`src/rtl/core/ray_box_slab_intersect_top_macros.svh`:
```
// Assertion macros shared by the ray-box intersection RTL.
`ifndef RAY_BOX_SLAB_INTERSECT_TOP_MACROS_SVH
`define RAY_BOX_SLAB_INTERSECT_TOP_MACROS_SVH
`ifndef SYNTHESIS
`define RBSI_ASSERT(lbl, clk, rst_n, prop) \
    lbl: assert property (@(posedge clk) disable iff (!rst_n) prop) \
        else $error("rbsi assertion failed");
`define RBSI_ASSERT_RST(lbl, clk, prop) \
    lbl: assert property (@(posedge clk) prop) \
        else $error("rbsi reset assertion failed");
`else
`define RBSI_ASSERT(lbl, clk, rst_n, prop)
`define RBSI_ASSERT_RST(lbl, clk, prop)
`endif
`endif

```
`src/rtl/core/rbsi_pkg.sv`:
```
// Types, constants and helpers for the ray-box slab intersection block.
package rbsi_pkg;

    localparam int QW          = 32;
    localparam int EPS_W       = 17;
    localparam int NUM_W       = 49;
    localparam int DIV_STAGES  = 32;
    localparam int QUEUE_DEPTH = 4;

    localparam logic signed [QW-1:0] QMAX = 32'sh7fff_ffff;
    localparam logic signed [QW-1:0] QMIN = 32'sh8000_0000;

    typedef struct packed {
        logic signed [QW-1:0] origin_x;
        logic signed [QW-1:0] origin_y;
        logic signed [QW-1:0] origin_z;
        logic signed [QW-1:0] dir_x;
        logic signed [QW-1:0] dir_y;
        logic signed [QW-1:0] dir_z;
        logic signed [QW-1:0] box_min_x;
        logic signed [QW-1:0] box_min_y;
        logic signed [QW-1:0] box_min_z;
        logic signed [QW-1:0] box_max_x;
        logic signed [QW-1:0] box_max_y;
        logic signed [QW-1:0] box_max_z;
    } t_in;

    typedef struct packed {
        logic                 hit;
        logic signed [QW-1:0] hit_distance;
    } t_out;

    typedef struct packed {
        logic [NUM_W-1:0] num;
        logic             neg;
    } t_plane;

    typedef struct packed {
        logic          active;
        logic [QW-1:0] dm;
        t_plane        lo;
        t_plane        hi;
    } t_axis;

    typedef struct packed {
        logic            par_ok;
        t_axis [2:0]     axis;
    } t_work;

    typedef struct packed {
        logic full;
        logic empty;
    } t_qstat;

    // Turn an unsigned quotient with overflow flag into a saturated signed value.
    function automatic logic signed [QW-1:0] resolve_q(logic [QW-2:0] q, logic ovf,
                                                     logic neg);
        logic [QW-1:0] ext;
        ext = {1'b0, q};
        if (ovf) begin
            resolve_q = neg ? QMIN : QMAX;
        end else begin
            resolve_q = neg ? -ext : ext;
        end
    endfunction

endpackage

```
`src/rtl/core/rbsi_front.sv`:
```
// Front end: classify each axis as parallel or sloped and form divider operands.
module rbsi_front
    import rbsi_pkg::*;
(
    input  t_in              i_data,
    input  logic [EPS_W-1:0] i_eps,
    output t_work            o_work
);

    logic signed [QW-1:0] w_o  [3];
    logic signed [QW-1:0] w_d  [3];
    logic signed [QW-1:0] w_lo [3];
    logic signed [QW-1:0] w_hi [3];
    logic [2:0]           w_pass;

    assign w_o[0]  = i_data.origin_x;
    assign w_o[1]  = i_data.origin_y;
    assign w_o[2]  = i_data.origin_z;
    assign w_d[0]  = i_data.dir_x;
    assign w_d[1]  = i_data.dir_y;
    assign w_d[2]  = i_data.dir_z;
    assign w_lo[0] = i_data.box_min_x;
    assign w_lo[1] = i_data.box_min_y;
    assign w_lo[2] = i_data.box_min_z;
    assign w_hi[0] = i_data.box_max_x;
    assign w_hi[1] = i_data.box_max_y;
    assign w_hi[2] = i_data.box_max_z;

    genvar a;
    generate
        for (a = 0; a < 3; a++) begin : g_axis
            logic [QW-1:0]       w_mag;
            logic                w_par;
            logic                w_inside;
            logic signed [QW:0]  w_dlo;
            logic signed [QW:0]  w_dhi;
            logic [QW:0]         w_mlo;
            logic [QW:0]         w_mhi;

            assign w_mag    = w_d[a][QW-1] ? (~w_d[a] + 1'b1) : w_d[a];
            assign w_par    = (w_d[a] == '0) || (w_mag < {{(QW-EPS_W){1'b0}}, i_eps});
            assign w_inside = !((w_o[a] < w_lo[a]) || (w_o[a] > w_hi[a]));
            assign w_dlo    = {w_lo[a][QW-1], w_lo[a]} - {w_o[a][QW-1], w_o[a]};
            assign w_dhi    = {w_hi[a][QW-1], w_hi[a]} - {w_o[a][QW-1], w_o[a]};
            assign w_mlo    = w_dlo[QW] ? (~w_dlo + 1'b1) : w_dlo;
            assign w_mhi    = w_dhi[QW] ? (~w_dhi + 1'b1) : w_dhi;
            assign w_pass[a] = !w_par || w_inside;

            assign o_work.axis[a].active = !w_par;
            assign o_work.axis[a].dm     = w_mag;
            assign o_work.axis[a].lo.num = {w_mlo, 16'd0};
            assign o_work.axis[a].lo.neg = w_dlo[QW] ^ w_d[a][QW-1];
            assign o_work.axis[a].hi.num = {w_mhi, 16'd0};
            assign o_work.axis[a].hi.neg = w_dhi[QW] ^ w_d[a][QW-1];
        end
    endgenerate

    assign o_work.par_ok = &w_pass;

endmodule

```
`config.mk`:
```
export PLATFORM = sky130hd
export DESIGN_NAME = rbsi_front
export DESIGN_NICKNAME = d
export VERILOG_FILES = /design/src/rtl/core/ray_box_slab_intersect_top_macros.svh /design/src/rtl/core/rbsi_pkg.sv /design/src/rtl/core/rbsi_front.sv
export SDC_FILE = /design/constraint.sdc
export NUM_CORES = 1
export LEC_CHECK = 0
export BUFFER_PORTS_ARGS = -buffer_cell sky130_fd_sc_hd__buf_2
export CORE_AREA = 2 2 315 317
export DETAILED_ROUTE_END_ITERATION = 6
export DIE_AREA = 0 0 317 319
export GPL_TIMING_DRIVEN = 0
export PLACE_DENSITY = 0.45
export SLEW_MARGIN = 40
export SYNTH_ARGS = -nofsm -noshare
export SYNTH_HDL_FRONTEND = slang
export SYNTH_SLANG_ARGS = --single-unit
```
`constraint.sdc`:
```
create_clock -name vclk -period 12.1
set_clock_uncertainty 0.1 [all_clocks]
set_input_delay 2.42 -clock vclk [all_inputs]
set_output_delay 2.42 -clock vclk [all_outputs]
set_load 0.05 [all_outputs]
```
==> summary.txt, run 1 <==
Synth
  – Yosys cell types: roughly 90
  – Synth top area share: between 10% and 20%
  – Post-Syn Area: between 15000 and 20000 um^2
  – Synth Instances: 2951
  – Ys Warns: 0
  – Count leader, synth: xnor2_1
  – Synth Area per Inst: slightly below 7 um^2
  – Most frequent cells after synthesis: xnor2_1, ha_1, a21oi_1, nand2_1, o21ai_0
  – Sequential area share after synthesis: 0%
  – Cell taking the most area after synthesis: ha_1
  – Main area contributors after synthesis: ha_1, xnor2_1, a21oi_1, o21ai_0, xor2_1

Cells and area
  – Area Overhead vs Synth: 28.3%
  – Nets: approximately 4400
  – Filler instances: 11200
  – # clk buffers: 0
  – Sequential standard cell area: 0 um^2
  – FFs & Latches: 0
  – Layout cells sized above 1: a little under a quarter
  – Footprint of the multi-input gates: 18500 um^2

Global routing
  – Grt ovf: 0
  – Largest net degree at the start of global routing: 11
  – Initial antenna violation count: 54
  – First-pass GRT wire length: between 150000 and 200000 um
  – Total GRT Usage: between 20% and 30%
  – Vias in the first global route: 23700

Routing
  – Initial DRC Count: between 1500 and 2000
  – DRT antenna net count: 0
  – Drt first pass iters: 5
  – Total Wirelength: ~110000 um
  – DR WL/cell: approximately 23 um
  – # DRC: 0
  – Vias per cell: ~5.0
  – Vias: between 20000 and 30000

Worst setup path
  – Data arrival, critical path: roughly 7.3 ns
  – Critical path endpoint category: output pin
  – Worst Path Required: between 9 and 10 ns
  – Crit start category: primary input
  – Crit Path Max Fanout: 9
  – Crit Path Class: primary input to output pin

Floorplan
  – Chip width: 317 um
  – Site Rows: around 120
  – Core area: 97700 um^2
  – Die H: 319 um
  – Die area: between 100000 and 150000 um^2
  – Initial Util: between 20% and 30%
  – # IOs: roughly 800

Clock network
  – Post-cts sizing count: 0
  – Hold-fix buffers, CTS: 0
  – Setup Fix Bufs, Post-CTS: 0

Placed design
  – GPL Wtd Cong: 0.967
  – Post-DP HPWL: about 100000 um
  – # port buffers: around 700
  – Dpl ws: roughly 2.3 ns

STA
  – Rel. slew slack: between 30% and 40%
  – Setup_tns: 0 ns
  – Final worst slack: between 2 and 2.5 ns
  – Least-Margin Pin Slew: roughly 0.9 ns
  – Peak Freq: 0.102 GHz
  – RSZ-0062 raised after global routing: false
  – Final period utilization: between 80% and 90%
  – Final worst path period need: just under 10 ns
  – Slew Viols, Final: 0
  – # setup viols final: 0
  – Final hold violations: 0

Worst hold path
  – Worst Hold Class: primary input to output pin

Flow run
  – Max Cap Viol: 0

Outcome
  – Status: complete, no violations
-- cell usage in the layout (no fill, tap or decap), types with 43 or more instances in the layout --
master	Yosys	routed
buf_2	0	702
xnor2_1	310	310
ha_1	255	255
a21oi_1	243	243
nand2_1	235	235
o21ai_0	210	210
inv_1	205	205
nor2_1	181	181
xor2_1	105	105
buf_4	99	99
conb_1	1	96
a21o_1	94	94
clkbuf_1	84	83
nand3_1	69	69
o31ai_1	64	63
nor3_1	64	63
nand4_1	45	45
or3_1	43	43
-- stage by stage --
step	area [um^2]	hold WS (ns)	cells	util (%)
final	25600	5.13	5061	26.2
after global routing	25600	5.14	5048	26.2
after CTS	25500	5.13	5035	26.1
after detailed placement	25500	5.12	5035	26.1
after global placement	25400	5.12	5034	26.0
after floorplan	20300	4.91	3046	-
-- cell families after synthesis --
kind of cell / count (synthesis) / share of synthesized area (%)
compound gates: 957 / 31.5
simple gates: 910 / 23.6
xor+xnor: 415 / 18.2
buf+inv: 394 / 9.32
fa+ha+maj: 261 / 16.6
mux: 13 / 0.690
other cells: 1 / 0.0188
-- per-layer routing --
layer | share of wire [%] | GRT usage (%) | wire [um] | vias up
li1 | - | - | - | 12400
met1 | 43 | 27.1 | 48600 | 11900
met2 | 46 | 35.1 | 52900 | 1027
met3 | 8.5 | 4.83 | 9700 | 151
met4 | 2.2 | 4.83 | 2540 | 44
met5 | 0.22 | 0 | 255 | -
-- cell type report --
| type | count | area share (%) |
|---|---|---|
| antenna | 26 | 0.254 |
| buffer | 189 | 4.26 |
| inverter | 205 | 3.01 |
| multi-input combinational | 2652 | 72.4 |
| tap | 1287 | 6.29 |
| timing repair buffer | 702 | 13.8 |
-- path summary, 6_finish.rpt --
check                    from  cells past startpoint          end
setup / recovery  i_data[288]                     16  o_work[312]
hold / removal    i_data[211]                      3  o_work[385]
-- critical path, cell delays in order --
cell and delay (ns):
buf_2 0.18, ha_1 0.21, inv_1 0.06, fa_1 0.39, a21o_1 0.21, nand4_1 0.10, a21oi_1 0.11, a211oi_1 0.70
nor4_1 0.13, or3_1 0.35, a2111o_1 0.44, or3b_1 0.35, clkbuf_1 0.23, o41ai_1 0.48, xor2_1 0.53, buf_2 0.37
==> run 2: changes to the inputs <==
--- a/config.mk
+++ b/config.mk
@@ -10,7 +10,7 @@
 export DETAILED_ROUTE_END_ITERATION = 6
 export DIE_AREA = 0 0 317 319
 export GPL_TIMING_DRIVEN = 0
-export PLACE_DENSITY = 0.45
+export PLACE_DENSITY = 0.47
 export SLEW_MARGIN = 40
 export SYNTH_ARGS = -nofsm -noshare
 export SYNTH_HDL_FRONTEND = slang
==> constraint.sdc (replaced) <==
create_clock -name vclk -period 8
set_clock_uncertainty 0.1 [all_clocks]
set_input_delay 1.6 -clock vclk [all_inputs]
set_output_delay 1.6 -clock vclk [all_outputs]
set_load 0.05 [all_outputs]
==> run 2 against run 1 <==
Wire length increased by 0.32%. Sequential share of layout area did not move. Via count grew 0.21%. Worst hold slack got worse by 1.6 ns. Worst setup slack got worse by 2.1 ns. Largest cell class unchanged.
==> summary.txt, run 2 (synthesis gave the netlist of run 1 again) <==
Global routing
  – First-pass GRT wire length: 161000 um (was 159000 um)
  – Vias in the first global route: 23700 (about the same)
  – Grt ovf: 0 (unchanged)
  – Largest net degree at the start of global routing: 11 (unchanged)
  – Initial antenna violation count: 38 (was 54)
  – Total GRT Usage: 21.2% (was 21.0%)

Routing
  – Drt first pass iters: 5 (unchanged)
  – Total Wirelength: 114000 um (about the same)
  – DR WL/cell: 22.6 um (was 22.5 um)
  – DRT antenna net count: 0 (unchanged)
  – Vias per cell: 5.06 (was 5.04)
  – Vias: 25500 (about the same)
  – # DRC: 0 (unchanged)
  – Initial DRC Count: 1834 (was 1987)

Placed design
  – # port buffers: 701 (unchanged)
  – GPL Wtd Cong: 1.00 (was 0.967)
  – Post-DP HPWL: 103000 um (about the same)
  – DP Cell Count: 5035 (unchanged)

Power and ir drop
  – PD cells: between 150 and 200 nW/um^2
  – Tot Pwr: 4360 uW
  – Max VDD drop: between 0.15 and 0.2 mV
  – P_leak: ~0.012 uW

Worst hold path
  – Hold Path End: o_work[129] (was o_work[385])
  – Hold depth: 3 (unchanged)
  – Worst Hold Class: primary input to output pin (unchanged)
  – HP Start: i_data[285] (was i_data[211])

Worst setup path
  – Crit Path Class: primary input to output pin (unchanged)
  – Most frequent cell on the critical path: buf_2 (unchanged)
  – Crit path cell chain: buf_2, ha_1, inv_1, fa_1, a211oi_1, o21bai_1, a41o_1, xnor2_1, nand4b_1, nor4_2, nand4_1, or4_1, o41ai_1, xor2_1, buf_2 (was buf_2, ha_1, inv_1, fa_1, a21o_1, nand4_1, a21oi_1, a211oi_1, nor4_1, or3_1, a2111o_1, or3b_1, clkbuf_1, o41ai_1, xor2_1, buf_2)
  – Crit-path leading delay family: simple AND/OR/NAND/NOR gates (was compound AO/OA/AOI/OAI gates)
  – CP max-delay cell: or4_1 (was a211oi_1)
  – Crit-path max cell delay: 0.51 ns (was 0.70 ns)
  – Crit start category: primary input (unchanged)
  – Critical path endpoint category: output pin (unchanged)
  – Worst Path Required: 6.30 ns (was 9.58 ns)
  – Data arrival, critical path: 6.14 ns (was 7.30 ns)
  – Crit Path Max Fanout: 5 (was 9)
  – Critical path buffers and inverters: 3 (was 4)

Clock network
  – Hold-fix buffers, CTS: 0 (unchanged)

Cells and area
  – Sequential standard cell area: 0 um^2 (unchanged)
  – Nets: 4418 (was 4412)
  – Layout cells sized above 1: 24.2% (was 23.3%)
  – Fin cells: 5052 (was 5061)
  – Filler instances: 11100 (was 11200)
  – Area Overhead vs Synth: 29.4% (was 28.3%)
  – # clk buffers: 0 (unchanged)
  – Most frequent cells in the layout: buf_2, xnor2_1, ha_1 (unchanged)
  – Most common cell after layout, fill and taps aside: buf_2 (unchanged)
  – FFs & Latches: 0 (unchanged)

Floorplan
  – Chip width: 317 um (unchanged)
  – Site Rows: 115 (unchanged)
  – Die area: 101000 um^2 (unchanged)
  – Die H: 319 um (unchanged)
  – Core area: 97700 um^2 (unchanged)
  – Initial Util: 20.4% (unchanged)
  – # IOs: 801 (unchanged)

STA
  – Peak Freq: between 0.1 and 0.15 GHz
  – Final period utilization: between 90% and 100%
  – Slew Viols, Final: 0 (unchanged)
  – RSZ-0062 raised after global routing: false (unchanged)
  – Least-Margin Pin Slew: 0.893 ns (was 0.901 ns)
  – # setup viols final: 0 (unchanged)
  – Final hold violations: 0 (unchanged)
  – Final worst path period need: 7.84 ns
  – Rel. slew slack: 40.5% (was 39.5%)

Outcome
  – Status: complete, no violations (unchanged)

Flow run
  – Max Cap Viol: 0 (unchanged)
## run 2: changes by cell type in the layout (fill, tap and decap cells not counted), sizes merged
cell   change
buf        +6
diode     -15
## run 2: worst max-delay path by stage
stage / to / cells after the start / startpoint / slack, ns
floorplan: o_work[315] / 15 / i_data[0] / 0.04
global placement: o_work[399] / 16 / i_data[255] / -1.05
detailed placement: o_work[399] / 17 / i_data[255] / -0.57
CTS: o_work[48] / 15 / i_data[364] / 0.05
global route: o_work[362] / 14 / i_data[289] / 0.002
finish: o_work[48] / 15 / i_data[352] / 0.16
## run 2: area by class of cell
cell class,instances,area [um^2],share of cell area (%)
inverter,205,769,2.98
timing repair buffer,708,3580,13.9
buffer,189,1100,4.25
tap,1287,1610,6.24
multi-input combinational,2652,18700,72.5
antenna,11,27.5,0.107
## run 2: timing repair
item,in CTS,in global routing
setup endpoints to repair,7,45
pin swaps,0,4
buffers inserted,0,6
resized for setup,9,28
## run 2: per-layer routing
layer	GRT usage, %	wire length, um	vias to the layer above
met5	0	288	-
met1	27.2	49000	11900
li1	-	-	12400
met2	34.6	51200	1057
met3	4.77	9260	197
met4	7.06	4620	44
## run 2: stage by stage
| stage | hold WS, ns | area [um^2] | utilization, % | setup WS (ns) | TNS (ns) |
|---|---|---|---|---|---|
| 2_1_floorplan | 3.21 | 20300 | - | 0.0353 | 0 |
| 3_3_place_gp | 3.49 | 25400 | 26.0 | -1.05 | -4.83 |
| 3_5_place_dp | 3.48 | 25600 | 26.2 | -0.571 | -0.865 |
| 4_1_cts | 3.49 | 25600 | 26.2 | 0.0485 | 0 |
| 5_1_grt | 3.51 | 25800 | 26.4 | 0.00201 | 0 |
| 6_report | 3.48 | 25800 | 26.4 | 0.156 | 0 |
## run 2: power by group
part           internal, uW  switching, uW  leakage (uW)
clock              0.000169              0  0.0000000667
sequential                0              0             0
combinational          1140           3220        0.0118
(Power assumes the default switching activity.)
