### src/rtl/core/ray_box_slab_intersect_top_macros.svh
// Assertion macros shared by the ray-box intersection RTL.
`ifndef RAY_BOX_SLAB_INTERSECT_TOP_MACROS_SVH
`define RAY_BOX_SLAB_INTERSECT_TOP_MACROS_SVH
`ifndef SYNTHESIS
`define RBSI_ASSERT(lbl, clk, rst_n, prop) \
    lbl: assert property (@(posedge clk) disable iff (!rst_n) prop) \
        else $error("rbsi assertion failed");
`define RBSI_ASSERT_RST(lbl, clk, prop) \
    lbl: assert property (@(posedge clk) prop) \
        else $error("rbsi reset assertion failed");
`else
`define RBSI_ASSERT(lbl, clk, rst_n, prop)
`define RBSI_ASSERT_RST(lbl, clk, prop)
`endif
`endif

### src/rtl/core/rbsi_pkg.sv
// Types, constants and helpers for the ray-box slab intersection block.
package rbsi_pkg;

    localparam int QW          = 32;
    localparam int EPS_W       = 17;
    localparam int NUM_W       = 49;
    localparam int DIV_STAGES  = 32;
    localparam int QUEUE_DEPTH = 4;

    localparam logic signed [QW-1:0] QMAX = 32'sh7fff_ffff;
    localparam logic signed [QW-1:0] QMIN = 32'sh8000_0000;

    typedef struct packed {
        logic signed [QW-1:0] origin_x;
        logic signed [QW-1:0] origin_y;
        logic signed [QW-1:0] origin_z;
        logic signed [QW-1:0] dir_x;
        logic signed [QW-1:0] dir_y;
        logic signed [QW-1:0] dir_z;
        logic signed [QW-1:0] box_min_x;
        logic signed [QW-1:0] box_min_y;
        logic signed [QW-1:0] box_min_z;
        logic signed [QW-1:0] box_max_x;
        logic signed [QW-1:0] box_max_y;
        logic signed [QW-1:0] box_max_z;
    } t_in;

    typedef struct packed {
        logic                 hit;
        logic signed [QW-1:0] hit_distance;
    } t_out;

    typedef struct packed {
        logic [NUM_W-1:0] num;
        logic             neg;
    } t_plane;

    typedef struct packed {
        logic          active;
        logic [QW-1:0] dm;
        t_plane        lo;
        t_plane        hi;
    } t_axis;

    typedef struct packed {
        logic            par_ok;
        t_axis [2:0]     axis;
    } t_work;

    typedef struct packed {
        logic full;
        logic empty;
    } t_qstat;

    // Turn an unsigned quotient with overflow flag into a saturated signed value.
    function automatic logic signed [QW-1:0] resolve_q(logic [QW-2:0] q, logic ovf,
                                                     logic neg);
        logic [QW-1:0] ext;
        ext = {1'b0, q};
        if (ovf) begin
            resolve_q = neg ? QMIN : QMAX;
        end else begin
            resolve_q = neg ? -ext : ext;
        end
    endfunction

endpackage

### src/rtl/core/rbsi_queue.sv
// Short register queue between the front end and the divider pipeline.
module rbsi_queue
    import rbsi_pkg::*;
#(
    parameter int DEPTH = QUEUE_DEPTH
) (
    input  logic   i_clk,
    input  logic   i_rst_n,
    input  logic   i_push,
    input  t_work  i_work,
    input  logic   i_pop,
    output t_work  o_work,
    output t_qstat o_stat
);

    localparam int AW = (DEPTH > 1) ? $clog2(DEPTH) : 1;
    localparam int CW = $clog2(DEPTH + 1);

    t_work          r_slot [DEPTH];
    logic [AW-1:0]  r_wp;
    logic [AW-1:0]  r_rp;
    logic [CW-1:0]  r_cnt;

    always_ff @(posedge i_clk) begin
        if (i_push) begin
            r_slot[r_wp] <= i_work;
        end
    end

    always_ff @(posedge i_clk) begin
        if (!i_rst_n) begin
            r_wp  <= '0;
            r_rp  <= '0;
            r_cnt <= '0;
        end else begin
            if (i_push) begin
                r_wp <= (r_wp == AW'(DEPTH - 1)) ? '0 : r_wp + 1'b1;
            end
            if (i_pop) begin
                r_rp <= (r_rp == AW'(DEPTH - 1)) ? '0 : r_rp + 1'b1;
            end
            unique case ({i_push, i_pop})
                2'b10:   r_cnt <= r_cnt + 1'b1;
                2'b01:   r_cnt <= r_cnt - 1'b1;
                default: r_cnt <= r_cnt;
            endcase
        end
    end

    assign o_work       = r_slot[r_rp];
    assign o_stat.full  = (r_cnt == CW'(DEPTH));
    assign o_stat.empty = (r_cnt == '0);

endmodule

### config.mk
export PLATFORM = sky130hd
export DESIGN_NAME = rbsi_queue
export DESIGN_NICKNAME = d
export VERILOG_FILES = /design/src/rtl/core/ray_box_slab_intersect_top_macros.svh /design/src/rtl/core/rbsi_pkg.sv /design/src/rtl/core/rbsi_queue.sv
export SDC_FILE = /design/constraint.sdc
export NUM_CORES = 1
export LEC_CHECK = 0
export BUFFER_PORTS_ARGS = -buffer_cell sky130_fd_sc_hd__clkbuf_2
export CAP_MARGIN = 0
export CORE_ASPECT_RATIO = 1.4
export CORE_MARGIN = 2
export CORE_UTILIZATION = 40
export DETAILED_ROUTE_END_ITERATION = 10
export PLACE_DENSITY = 0.68
export SYNTH_ARGS = -nofsm -noshare
export SYNTH_HDL_FRONTEND = slang
export SYNTH_SLANG_ARGS = --single-unit
### constraint.sdc
create_clock -name i_clk -period 9.52 [get_ports i_clk]
set_input_delay 0.476 -clock i_clk [delete_from_list [all_inputs] [get_ports i_clk]]
set_output_delay 0.476 -clock i_clk [all_outputs]
set_load 0.05 [all_outputs]
==> results of run 1 <==
[power by group through the flow]
stage / sequential, mW / combinational, mW / clock (mW)
floorplan: 8.34 / 1.45 / 0
global placement: 8.30 / 1.95 / 0
detailed placement: 8.32 / 1.96 / 0
CTS: 8.17 / 2.12 / 6.17
global route: 8.18 / 2.19 / 6.42
finish: 8.17 / 2.09 / 6.02
[flip-flops by register name, indices dropped and copies added (netlist names), named ones only]
name,flops
r_wp,2
r_slot,1600
r_rp,2
r_cnt,3
[worst max path at each step]
stage,startpoint,to,cells after the start
5_1_grt,flip-flop,o_work[224],4
4_1_cts,flip-flop,o_work[265],4
3_3_place_gp,flip-flop,o_work[261],4
2_1_floorplan,r_wp[0],r_slot[3][0],2
6_report,flip-flop,o_work[91],4
3_5_place_dp,flip-flop,o_work[265],4
[synth_stat cells]
| master | n | area share |
|---|---|---|
| sky130_fd_sc_hd__buf_12 | 44 | 0.015 |
| sky130_fd_sc_hd__mux2i_1 | 2 | 0.00034 |
| sky130_fd_sc_hd__and3_1 | 1 | 0.00011 |
| sky130_fd_sc_hd__mux4_2 | 400 | 0.15 |
| sky130_fd_sc_hd__buf_6 | 1 | 0.00019 |
| sky130_fd_sc_hd__o21ai_0 | 2 | 0.00017 |
| sky130_fd_sc_hd__o21a_1 | 1 | 0.00013 |
| sky130_fd_sc_hd__dfxtp_1 | 9 | 0.0031 |
| sky130_fd_sc_hd__nor2b_1 | 4 | 0.00043 |
| sky130_fd_sc_hd__ha_1 | 6 | 0.0013 |
| sky130_fd_sc_hd__or3_1 | 1 | 0.00011 |
| sky130_fd_sc_hd__clkbuf_1 | 1 | 0.000064 |
| sky130_fd_sc_hd__inv_1 | 6 | 0.00038 |
| sky130_fd_sc_hd__nand2_1 | 1 | 0.000064 |
| sky130_fd_sc_hd__buf_2 | 44 | 0.0038 |
| sky130_fd_sc_hd__edfxtp_1 | 1600 | 0.82 |
| sky130_fd_sc_hd__fa_1 | 1 | 0.00034 |
| sky130_fd_sc_hd__xnor2_1 | 1 | 0.00015 |
| sky130_fd_sc_hd__nor3b_1 | 2 | 0.00026 |
| sky130_fd_sc_hd__a21oi_1 | 1 | 0.000085 |
| sky130_fd_sc_hd__xor2_1 | 1 | 0.00015 |
| sky130_fd_sc_hd__a21boi_0 | 1 | 0.00013 |
| sky130_fd_sc_hd__and2_1 | 6 | 0.00064 |
| sky130_fd_sc_hd__nor3_1 | 1 | 0.000085 |
[critical path, cell delays in order, from the launching register on]
cell                       delay, ns
sky130_fd_sc_hd__dfxtp_4        0.93
sky130_fd_sc_hd__buf_12         0.45
sky130_fd_sc_hd__buf_12         0.52
sky130_fd_sc_hd__mux4_2         0.45
sky130_fd_sc_hd__clkbuf_2       0.26
[final cells by class]
class,count,area [sq um],area share
Clock inverter,97,1040,0.0142
Clock buffer,179,3950,0.0538
Sequential cell,1609,48200,0.657
Tap cell,1932,2420,0.0329
Antenna cell,14,35.0,0.000477
Timing Repair Buffer,1236,8430,0.115
Multi-Input combinational cell,432,9280,0.126
Inverter,6,22.5,0.000307
[metrics by stage]
step	utilization	worst slack (ns)	hold WS (ns)	total power [mW]
after floorplan	-	-0.839	0.473	9.79
final	0.503	5.08	0.453	16.3
after global routing	0.503	4.75	0.405	16.8
after CTS	0.503	4.88	0.363	16.5
after detailed placement	0.441	5.77	0.509	10.3
after global placement	0.441	5.78	0.500	10.2
[cell families (layout without fill, tap and decap cells)]
kind of cell | Yosys count | after routing
AO/OA/AOI/OAI | 5 | 5
buffers and inverters | 96 | 1518
adder cells (fa/ha/maj) | 7 | 7
other | 0 | 14
flip-flops | 1609 | 1609
AND/OR/NAND/NOR | 16 | 16
multiplexers | 402 | 402
XOR/XNOR | 2 | 2
[per-layer routing]
layer  global-route usage  part of all wire  vias up
met5                    0           0.00089        -
met4               0.0686             0.033       18
met3               0.0548             0.084      227
met2                0.285              0.51     1072
met1                0.206              0.38    14500
li1                     -                 -    12000
==> qor.txt, run 1 <==
Largest vdd supply drop -> 0.184 mV
Effective utilization at floorplan -> 0.402
Number of placed instances, taps included -> 4811
Register bit count reported by yosys -> 1609
Filler-free cell count of the finished design -> 5505
Floorplan Core Area -> 146000 sq um
WP data required -> 9.04 ns
Setup tns final -> 0 ns
Highest attainable clock frequency -> 0.225 GHz
Number of placement rows -> 166
Setup repair after global routing missed its margin -> false
CTS sink cnt -> 1609
Most frequent cells in the layout -> sky130_fd_sc_hd__edfxtp_1 (1600), sky130_fd_sc_hd__clkbuf_2 (805), sky130_fd_sc_hd__dlygate4sd3_1 (404)
First-pass GRT wire length -> 190000 um
Commonest non-fill, non-tap cell in the layout -> sky130_fd_sc_hd__edfxtp_1
Logic gate share of total power -> 0.129
Simple-gate share of the synthesized area -> 0.00169
Mean routed wirelength per cell -> 23.6 um
Worst reg-to-reg path cell count -> 4
Net count of the mapped netlist -> 2548
Number of standard cells after synthesis -> 2137
Status -> finished, final reports clean
Routed wire length -> 130000 um
Routed via count divided by cell count -> 5.06
Final global-route overflow total -> 0
Area grow syn2layout -> 25.2%
Number of search-and-repair iterations in the first detailed-routing pass -> 5
Net Switching -> 4.11 mW
Cell depth of the worst hold path -> 2
Share of the clock period used by the worst path after layout -> 0.467
Port buffer count -> 805
Post-synthesis share of cell area spent on full adders, half adders and majority gates -> 0.00162
Synth Warn # -> 0
Final Hold Violating Endpoints -> 0
Crit path launch type -> flip-flop
Hold/Removal Path Class -> input port to flip-flop
Layout Nets -> 3848
Setup bufs post-CTS -> 0
Crit end category -> output pin
Largest net degree at the start of global routing -> 145
Proportion of layout cells with a drive suffix above 1 -> 0.410
Seq/Total Area, Yosys -> 0.822
Hold-critical path endpoint -> r_slot[1][295]
Later-pin clock latency in the skew report -> 0.78 ns
Internal power contribution -> 12.2 mW
Final setup viols -> 0
Pwr/cell area -> 222 nW/um^2
Sw Ratio -> 0.252
Fillers -> 11400
Post-CTS Hold Buffers -> 404
Synth Area in Compound Gates -> 0.000512
Worst Skew -> 0.0157 ns
Final min period -> 4.44 ns
H-tree lvl count -> 4
I/O pin count -> 806
Class of the most critical setup path -> flip-flop to output pin
Hold Crit Start -> i_work[295]
Instance area after placement -> 64300 sq um
Via count of the first global-routing pass -> 29700
Fraction of synthesized area in multiplexers -> 0.154
Initial antenna violation count -> 23
Sequential fraction of design power -> 0.502
Violation count after the first detailed-routing iteration -> 1768
Max Fanout on Critical Path -> 129
Post-Synthesis Mean Instance Area -> 27.4 sq um
Deepest clock path buffer count -> 3
R2r setup slk -> 6.12 ns
Vias -> 27800
Total non-filler cell area in the finished layout -> 73400 sq um
Combined area of all synthesized cells -> 58600 sq um
Post-DP HPWL -> 77200 um
Transition at the pin with the smallest max-transition slack -> 1.17 ns
CP Data Arrival Time -> 3.97 ns
Post-cts resize count -> 0
Final-report max-slew violation count -> 0
Die boundary width -> 328 um
Clock input transition at the sequential cells of the worst setup and hold paths -> 0.06 ns
Die footprint -> 150000 sq um
Global router's overall resource usage -> 0.171
Leakage power -> 24.7 nW
Max Cap Violations -> 0
Final weighted congestion of routability-driven global placement -> 0.761
Number of DRC violations after detailed routing -> 0
Destination of the worst register-to-register timing path -> r_slot[1][261]
Parity-gate share of the synthesized area counting xor and xnor cells -> 0.000299
R2r startpoint -> r_wp[0]
Synth unique cells -> 24
Portion of total power attributed to the clock network -> 0.370
Largest family of logic cells by synthesized area -> multiplexers
CTS Root Cell -> sky130_fd_sc_hd__clkbuf_16
Clock buffer count from CTS -> 152
Clock tree from TritonCTS -> done
Die boundary height -> 457 um
Normalized max-slew margin -> 0.218
Routed Antenna Nets -> 0
(Power assumes the default switching activity.)
==> inputs of run 2 (changes only) <==
==> constraint.sdc (replaced) <==
create_clock -name i_clk -period 3.6 [get_ports i_clk]
set_input_delay 0.18 -clock i_clk [delete_from_list [all_inputs] [get_ports i_clk]]
set_output_delay 0.18 -clock i_clk [all_outputs]
set_load 0.05 [all_outputs]
==> run 2 against run 1 <==
Compared with the run above: power increased to 2.6 times the previous value; sequential share of layout area decreased by 0.59 points; flip-flop and latch count unchanged; die area unchanged; utilization increased by 0.45 points; clock power increased to 2.5 times the previous value; setup slack got worse by 4.6 ns; first-iteration DRC count increased by 36%; global-route usage increased by 0.79 points; count of clock-buffer cells in the layout decreased by 1; non-clock buffer count increased by 83; largest power group unchanged.
==> qor.txt, run 2 (synthesis gave the netlist of run 1 again) <==
Highest attainable clock frequency -> 0.316 GHz
Number of DRC violations after detailed routing -> 0 (unchanged)
Commonest non-fill, non-tap cell in the layout -> sky130_fd_sc_hd__edfxtp_1
Total area of sequential cells -> 48200 sq um (about the same)
Clock buffer count from CTS -> 149 (-2.0%)
Die boundary height -> 457 um (unchanged)
Worst Skew -> 0.0265 ns (+0.0109 ns)
Normalized max-slew margin -> 0.383 (+0.165)
Number of flip-flops under the largest register name -> 1600 (unchanged)
I/O pin count -> 806 (unchanged)
Worst hold margin -> 0.156 ns (-0.297 ns)
Mean routed wirelength per cell -> 24.2 um (+2.8%)
Transition at the pin with the smallest max-transition slack -> 0.925 ns (-0.248 ns)
Area grow syn2layout -> 26.3%
Number of placement rows -> 166 (unchanged)
Share of the clock period used by the worst path after layout -> 0.878
Pwr/cell area -> 574 nW/um^2 (+160%)
Leakage power -> 25.1 nW (+1.5%)
Effective utilization at floorplan -> 0.402 (unchanged)
Post-DP HPWL -> 88200 um (+14%)
Final setup viols -> 0 (unchanged)
Largest register by flop count -> r_slot
Class of the most critical setup path -> flip-flop to output pin
CTS Root Cell -> sky130_fd_sc_hd__clkbuf_16
Routed wire length -> 135000 um (+4.3%)
Final min period -> 3.16 ns
Proportion of layout cells with a drive suffix above 1 -> 0.421 (+0.0108)
Global router's overall resource usage -> 0.179 (+0.00786)
Max Fanout on Critical Path -> 37 (-71%)
Final global-route overflow total -> 0 (unchanged)
Floorplan Core Area -> 146000 sq um (unchanged)
Final Hold Violating Endpoints -> 0 (unchanged)
Most frequent cells in the layout -> sky130_fd_sc_hd__edfxtp_1 (1600), sky130_fd_sc_hd__clkbuf_2 (805), sky130_fd_sc_hd__dlygate4sd3_1 (404)
Vias -> 28500 (+2.3%)
Setup repair after global routing missed its margin -> false
CTS sink cnt -> 1609 (unchanged)
H-tree lvl count -> 4 (unchanged)
Largest registers -> r_slot (1600), r_cnt (3)
Clock tree from TritonCTS -> done
Final Power -> 42.5 mW (+160%)
Routed Antenna Nets -> 0 (unchanged)
Via count of the first global-routing pass -> 30400 (+2.3%)
Crit path launch type -> flip-flop
Number of search-and-repair iterations in the first detailed-routing pass -> 5 (unchanged)
Hold/Removal Path Class -> input port to flip-flop
Largest vdd supply drop -> 0.575 mV (+210%)
Die boundary width -> 328 um (unchanged)
Port buffer count -> 805 (unchanged)
WP data required -> 3.42 ns (-5.62 ns)
Die footprint -> 150000 sq um (unchanged)
Later-pin clock latency in the skew report -> 0.78 ns (about the same)
Area used by multi-input combinational logic -> 9290 sq um (+0.13%)
Crit end category -> output pin
Violation count after the first detailed-routing iteration -> 2411 (+36%)
Status -> finished, final reports clean
Deepest clock path buffer count -> 3 (unchanged)
Final-report max-slew violation count -> 0 (unchanged)
Largest net degree at the start of global routing -> 95 (-34%)
First-pass GRT wire length -> 198000 um (+4.1%)
Routed via count divided by cell count -> 5.10 (+0.78%)
Initial antenna violation count -> 32 (+39%)
CP Data Arrival Time -> 2.98 ns (-0.99 ns)
Fillers -> 11300 (-1.0%)
Clock input transition at the sequential cells of the worst setup and hold paths -> 0.06 ns (about the same)
Layout Nets -> 3928 (+2.1%)
Setup bufs post-CTS -> 0 (unchanged)
Max Cap Violations -> 0 (unchanged)
Final weighted congestion of routability-driven global placement -> 0.780 (+2.6%)
## run 2: critical path: stages (launching register included)
cell and delay (ns):
sky130_fd_sc_hd__dfxtp_4 0.78, sky130_fd_sc_hd__buf_12 0.37, sky130_fd_sc_hd__mux4_2 0.64, sky130_fd_sc_hd__clkbuf_2 0.29
## run 2: final cells by class
type / count / area share
sequential: 1609 / 0.651
timing repair buffer: 1319 / 0.126
multi-input combinational: 432 / 0.125
clock buffer: 178 / 0.0527
tap: 1932 / 0.0326
clock inverter: 85 / 0.0105
antenna: 28 / 0.000946
inverter: 6 / 0.000304
## run 2: where the power goes
group          switching (mW)  internal (mW)  leakage, nW
clock network            6.64           8.54         2.27
logic                    3.94           1.80         8.03
registers               0.185           21.4         14.8
total                    10.8           31.7         25.1
## run 2: final timing paths
check        cells past startpoint              to  slack, ns  startpoint
max                              3     o_work[182]       0.44   flip-flop
min                              2   r_slot[0][10]       0.16  i_work[10]
max reg2reg                      4  r_slot[0][380]       1.44     r_wp[0]
min reg2reg                      2        r_cnt[2]       0.53    r_cnt[2]
## run 2: per-layer routing
layer	routed length, um	GRT usage	up-vias
met1	50400	0.216	14800
met4	4510	0.0697	8
met5	42	0	-
met2	67700	0.298	1247
met3	12700	0.0581	232
li1	-	-	12200
## run 2: repair_timing
| item | 4_1_cts | 5_1_grt |
|---|---|---|
| endpoints found under the hold margin | 1609 | 0 |
| gates resized for setup | 0 | 0 |
| hold buffers | 404 | 0 |
## run 2: metrics by stage
| step | setup WS (ns) | std cells | TNS, ns | area (sq um) | util |
|---|---|---|---|---|---|
| final | 0.439 | 5589 | 0 | 74100 | 0.508 |
| after global routing | 0.297 | 5584 | 0 | 74100 | 0.508 |
| after CTS | 0.329 | 5561 | 0 | 74000 | 0.507 |
| after detailed placement | 1.20 | 4894 | 0 | 65300 | 0.448 |
| after global placement | 1.16 | 4894 | 0 | 65300 | 0.448 |
| after floorplan | -0.143 | 2137 | -215.45 | 58700 | - |
==> inputs of run 3 (changes only) <==
--- a/config.mk
+++ b/config.mk
@@ -7,7 +7,7 @@
 export LEC_CHECK = 0
 export BUFFER_PORTS_ARGS = -buffer_cell sky130_fd_sc_hd__clkbuf_2
 export CAP_MARGIN = 0
-export CORE_ASPECT_RATIO = 1.4
+export CORE_ASPECT_RATIO = 1.25
 export CORE_MARGIN = 2
 export CORE_UTILIZATION = 40
 export DETAILED_ROUTE_END_ITERATION = 10
==> run 3 against run 2 <==
Compared with the run above: count of clock-buffer cells in the layout increased by 14; sequential power hardly changed; cell count shrank 1.2%; first-iteration DRC count decreased by 16%; largest cell class unchanged.
==> qor.txt, run 3 (synthesis gave the netlist of run 1 again) <==
Deepest clock path buffer count -> 3 (unchanged)
Clock tree from TritonCTS -> done
Crit end category -> output pin
Hold/Removal Path Class -> input port to flip-flop
Vias -> 28000 (-1.8%)
Post-cts resize count -> 0 (unchanged)
Routed Antenna Nets -> 0 (unchanged)
Number of search-and-repair iterations in the first detailed-routing pass -> 5 (unchanged)
I/O pin count -> 806 (unchanged)
Final weighted congestion of routability-driven global placement -> 0.772 (-0.97%)
Post-DP HPWL -> 81700 um (-7.4%)
Worst hold margin -> 0.147 ns (-0.00899 ns)
CTS Root Cell -> sky130_fd_sc_hd__clkbuf_16
Setup bufs post-CTS -> 0 (unchanged)
Transition at the pin with the smallest max-transition slack -> 0.798 ns (-0.127 ns)
Destination of the worst register-to-register timing path -> r_slot[1][171]
Status -> finished, final reports clean
Routed via count divided by cell count -> 5.06 (-0.68%)
Largest vdd supply drop -> 0.559 mV (-2.7%)
Clock input transition at the sequential cells of the worst setup and hold paths -> 0.06 ns (about the same)
Worst Skew -> 0.0217 ns (-0.00483 ns)
CTS sink cnt -> 1609 (unchanged)
Most frequent cells in the layout -> sky130_fd_sc_hd__edfxtp_1 (1600), sky130_fd_sc_hd__clkbuf_2 (805), sky130_fd_sc_hd__dlygate4sd3_1 (404)
Mean routed wirelength per cell -> 23.2 um (-4.2%)
Max Fanout on Critical Path -> 67 (+81%)
Die boundary width -> 346 um (+5.8%)
Number of placement rows -> 157 (-5.4%)
Final Hold Violating Endpoints -> 0 (unchanged)
Layout Nets -> 3902 (-0.66%)
Pwr/cell area -> 574 nW/um^2 (about the same)
Crit path launch type -> flip-flop
Fillers -> 11200 (-0.79%)
Clock buffer count from CTS -> 155 (+4.0%)
Leakage power -> 25.0 nW (-0.35%)
Highest attainable clock frequency -> 0.309 GHz (-2.3%)
H-tree lvl count -> 4 (unchanged)
Floorplan Core Area -> 146000 sq um (+0.10%)
Total non-filler cell area in the finished layout -> 74000 sq um (-0.12%)
Die footprint -> 150000 sq um (about the same)
Later-pin clock latency in the skew report -> 0.77 ns (about the same)
R2r startpoint -> r_wp[0]
Instance area after placement -> 65100 sq um (-0.24%)
Hold-critical path endpoint -> r_slot[2][68]
Share of the clock period used by the worst path after layout -> 0.899 (+0.0208)
Effective utilization at floorplan -> 0.402 (-0.000410)
CP Data Arrival Time -> 3.06 ns (+0.08 ns)
Die boundary height -> 432 um (-5.5%)
Largest registers -> r_slot (1600), r_cnt (3)
Area grow syn2layout -> 26.2%
Final min period -> 3.24 ns (+0.0750 ns)
Class of the most critical setup path -> flip-flop to output pin
Worst reg-to-reg path cell count -> 3 (-1)
Final setup viols -> 0 (unchanged)
Cell depth of the worst hold path -> 2 (unchanged)
Routed wire length -> 128000 um (-5.3%)
Largest net degree at the start of global routing -> 101 (+6.3%)
Number of flip-flops under the largest register name -> 1600 (unchanged)
Max Cap Violations -> 0 (unchanged)
Port buffer count -> 805 (unchanged)
Hold Crit Start -> i_work[68]
WP data required -> 3.42 ns (about the same)
Final-report max-slew violation count -> 0 (unchanged)
Area used by multi-input combinational logic -> 9290 sq um (unchanged)
Proportion of layout cells with a drive suffix above 1 -> 0.417 (-0.00425)
Setup repair after global routing missed its margin -> false
Violation count after the first detailed-routing iteration -> 2015 (-16%)
Total area of sequential cells -> 48200 sq um (unchanged)
Post-CTS Hold Buffers -> 404 (unchanged)
First-pass GRT wire length -> 189000 um (-4.6%)
Commonest non-fill, non-tap cell in the layout -> sky130_fd_sc_hd__edfxtp_1
Initial antenna violation count -> 17 (-47%)
Normalized max-slew margin -> 0.468 (+0.0845)
Final global-route overflow total -> 0 (unchanged)
Global router's overall resource usage -> 0.169 (-0.00957)
R2r setup slk -> 1.50 ns (+0.06 ns)
Via count of the first global-routing pass -> 29800 (-2.2%)
Number of DRC violations after detailed routing -> 0 (unchanged)
Largest register by flop count -> r_slot
==> run 3: changes by cell type in the layout (fill, tap and decap cells not counted), sizes merged <==
cell / before / now
buf: 110 / 78
diode: 28 / 10
clkbuf: 983 / 997
bufinv: 11 / 5
clkinv: 63 / 66
clkinvlp: 6 / 3
inv: 11 / 12
==> run 3: how the worst max path moves through the flow <==
stage | endpoint | cells after the start | slack, ns
CTS | o_work[148] | 3 | 0.24
detailed placement | o_work[148] | 3 | 1.14
floorplan | r_slot[2][0] | 3 | -0.14
finish | o_work[175] | 3 | 0.36
global placement | o_work[392] | 3 | 1.15
global route | o_work[168] | 3 | 0.15
==> run 3: critical path: stages, from the launching register on <==
cell,delay [ns]
sky130_fd_sc_hd__dfxtp_4,0.75
sky130_fd_sc_hd__buf_12,0.45
sky130_fd_sc_hd__mux4_2,0.61
sky130_fd_sc_hd__clkbuf_2,0.25
==> run 3: final cells by class <==
class / instances / share of cell area
flip-flops and latches: 1609 / 0.652
multi-input cells: 432 / 0.126
repair buffers: 1287 / 0.125
clock buffers: 192 / 0.0546
well taps: 1908 / 0.0323
clock inverters: 80 / 0.0102
diodes: 10 / 0.000338
inverters: 6 / 0.000304
==> run 3: metrics by stage <==
stage                     setup TNS [ns]  power [mW]  setup WS, ns  utilization  cells
after floorplan                  -215.45        25.8        -0.143            -   2137
after global placement                 0        27.2          1.15        0.446   4838
after detailed placement               0        27.3          1.14        0.446   4838
after CTS                              0        42.9         0.243        0.507   5514
after global routing                   0        43.9         0.153        0.507   5523
final                                  0        42.5         0.364        0.507   5524
==> run 3: report_power, final <==
| group | internal (mW) | total [mW] | switching (mW) |
|---|---|---|---|
| sequential | 21.4 | 21.6 | 0.174 |
| clock | 8.42 | 15.2 | 6.81 |
| combinational | 1.79 | 5.67 | 3.89 |
==> run 3: routing by layer <==
layer / routed length (um) / track usage / share of wire
met2: 64500 / 0.281 / 0.50
met3: 10900 / 0.0518 / 0.085
met1: 47900 / 0.204 / 0.37
met5: 82 / 0 / 0.00064
met4: 4890 / 0.0762 / 0.038
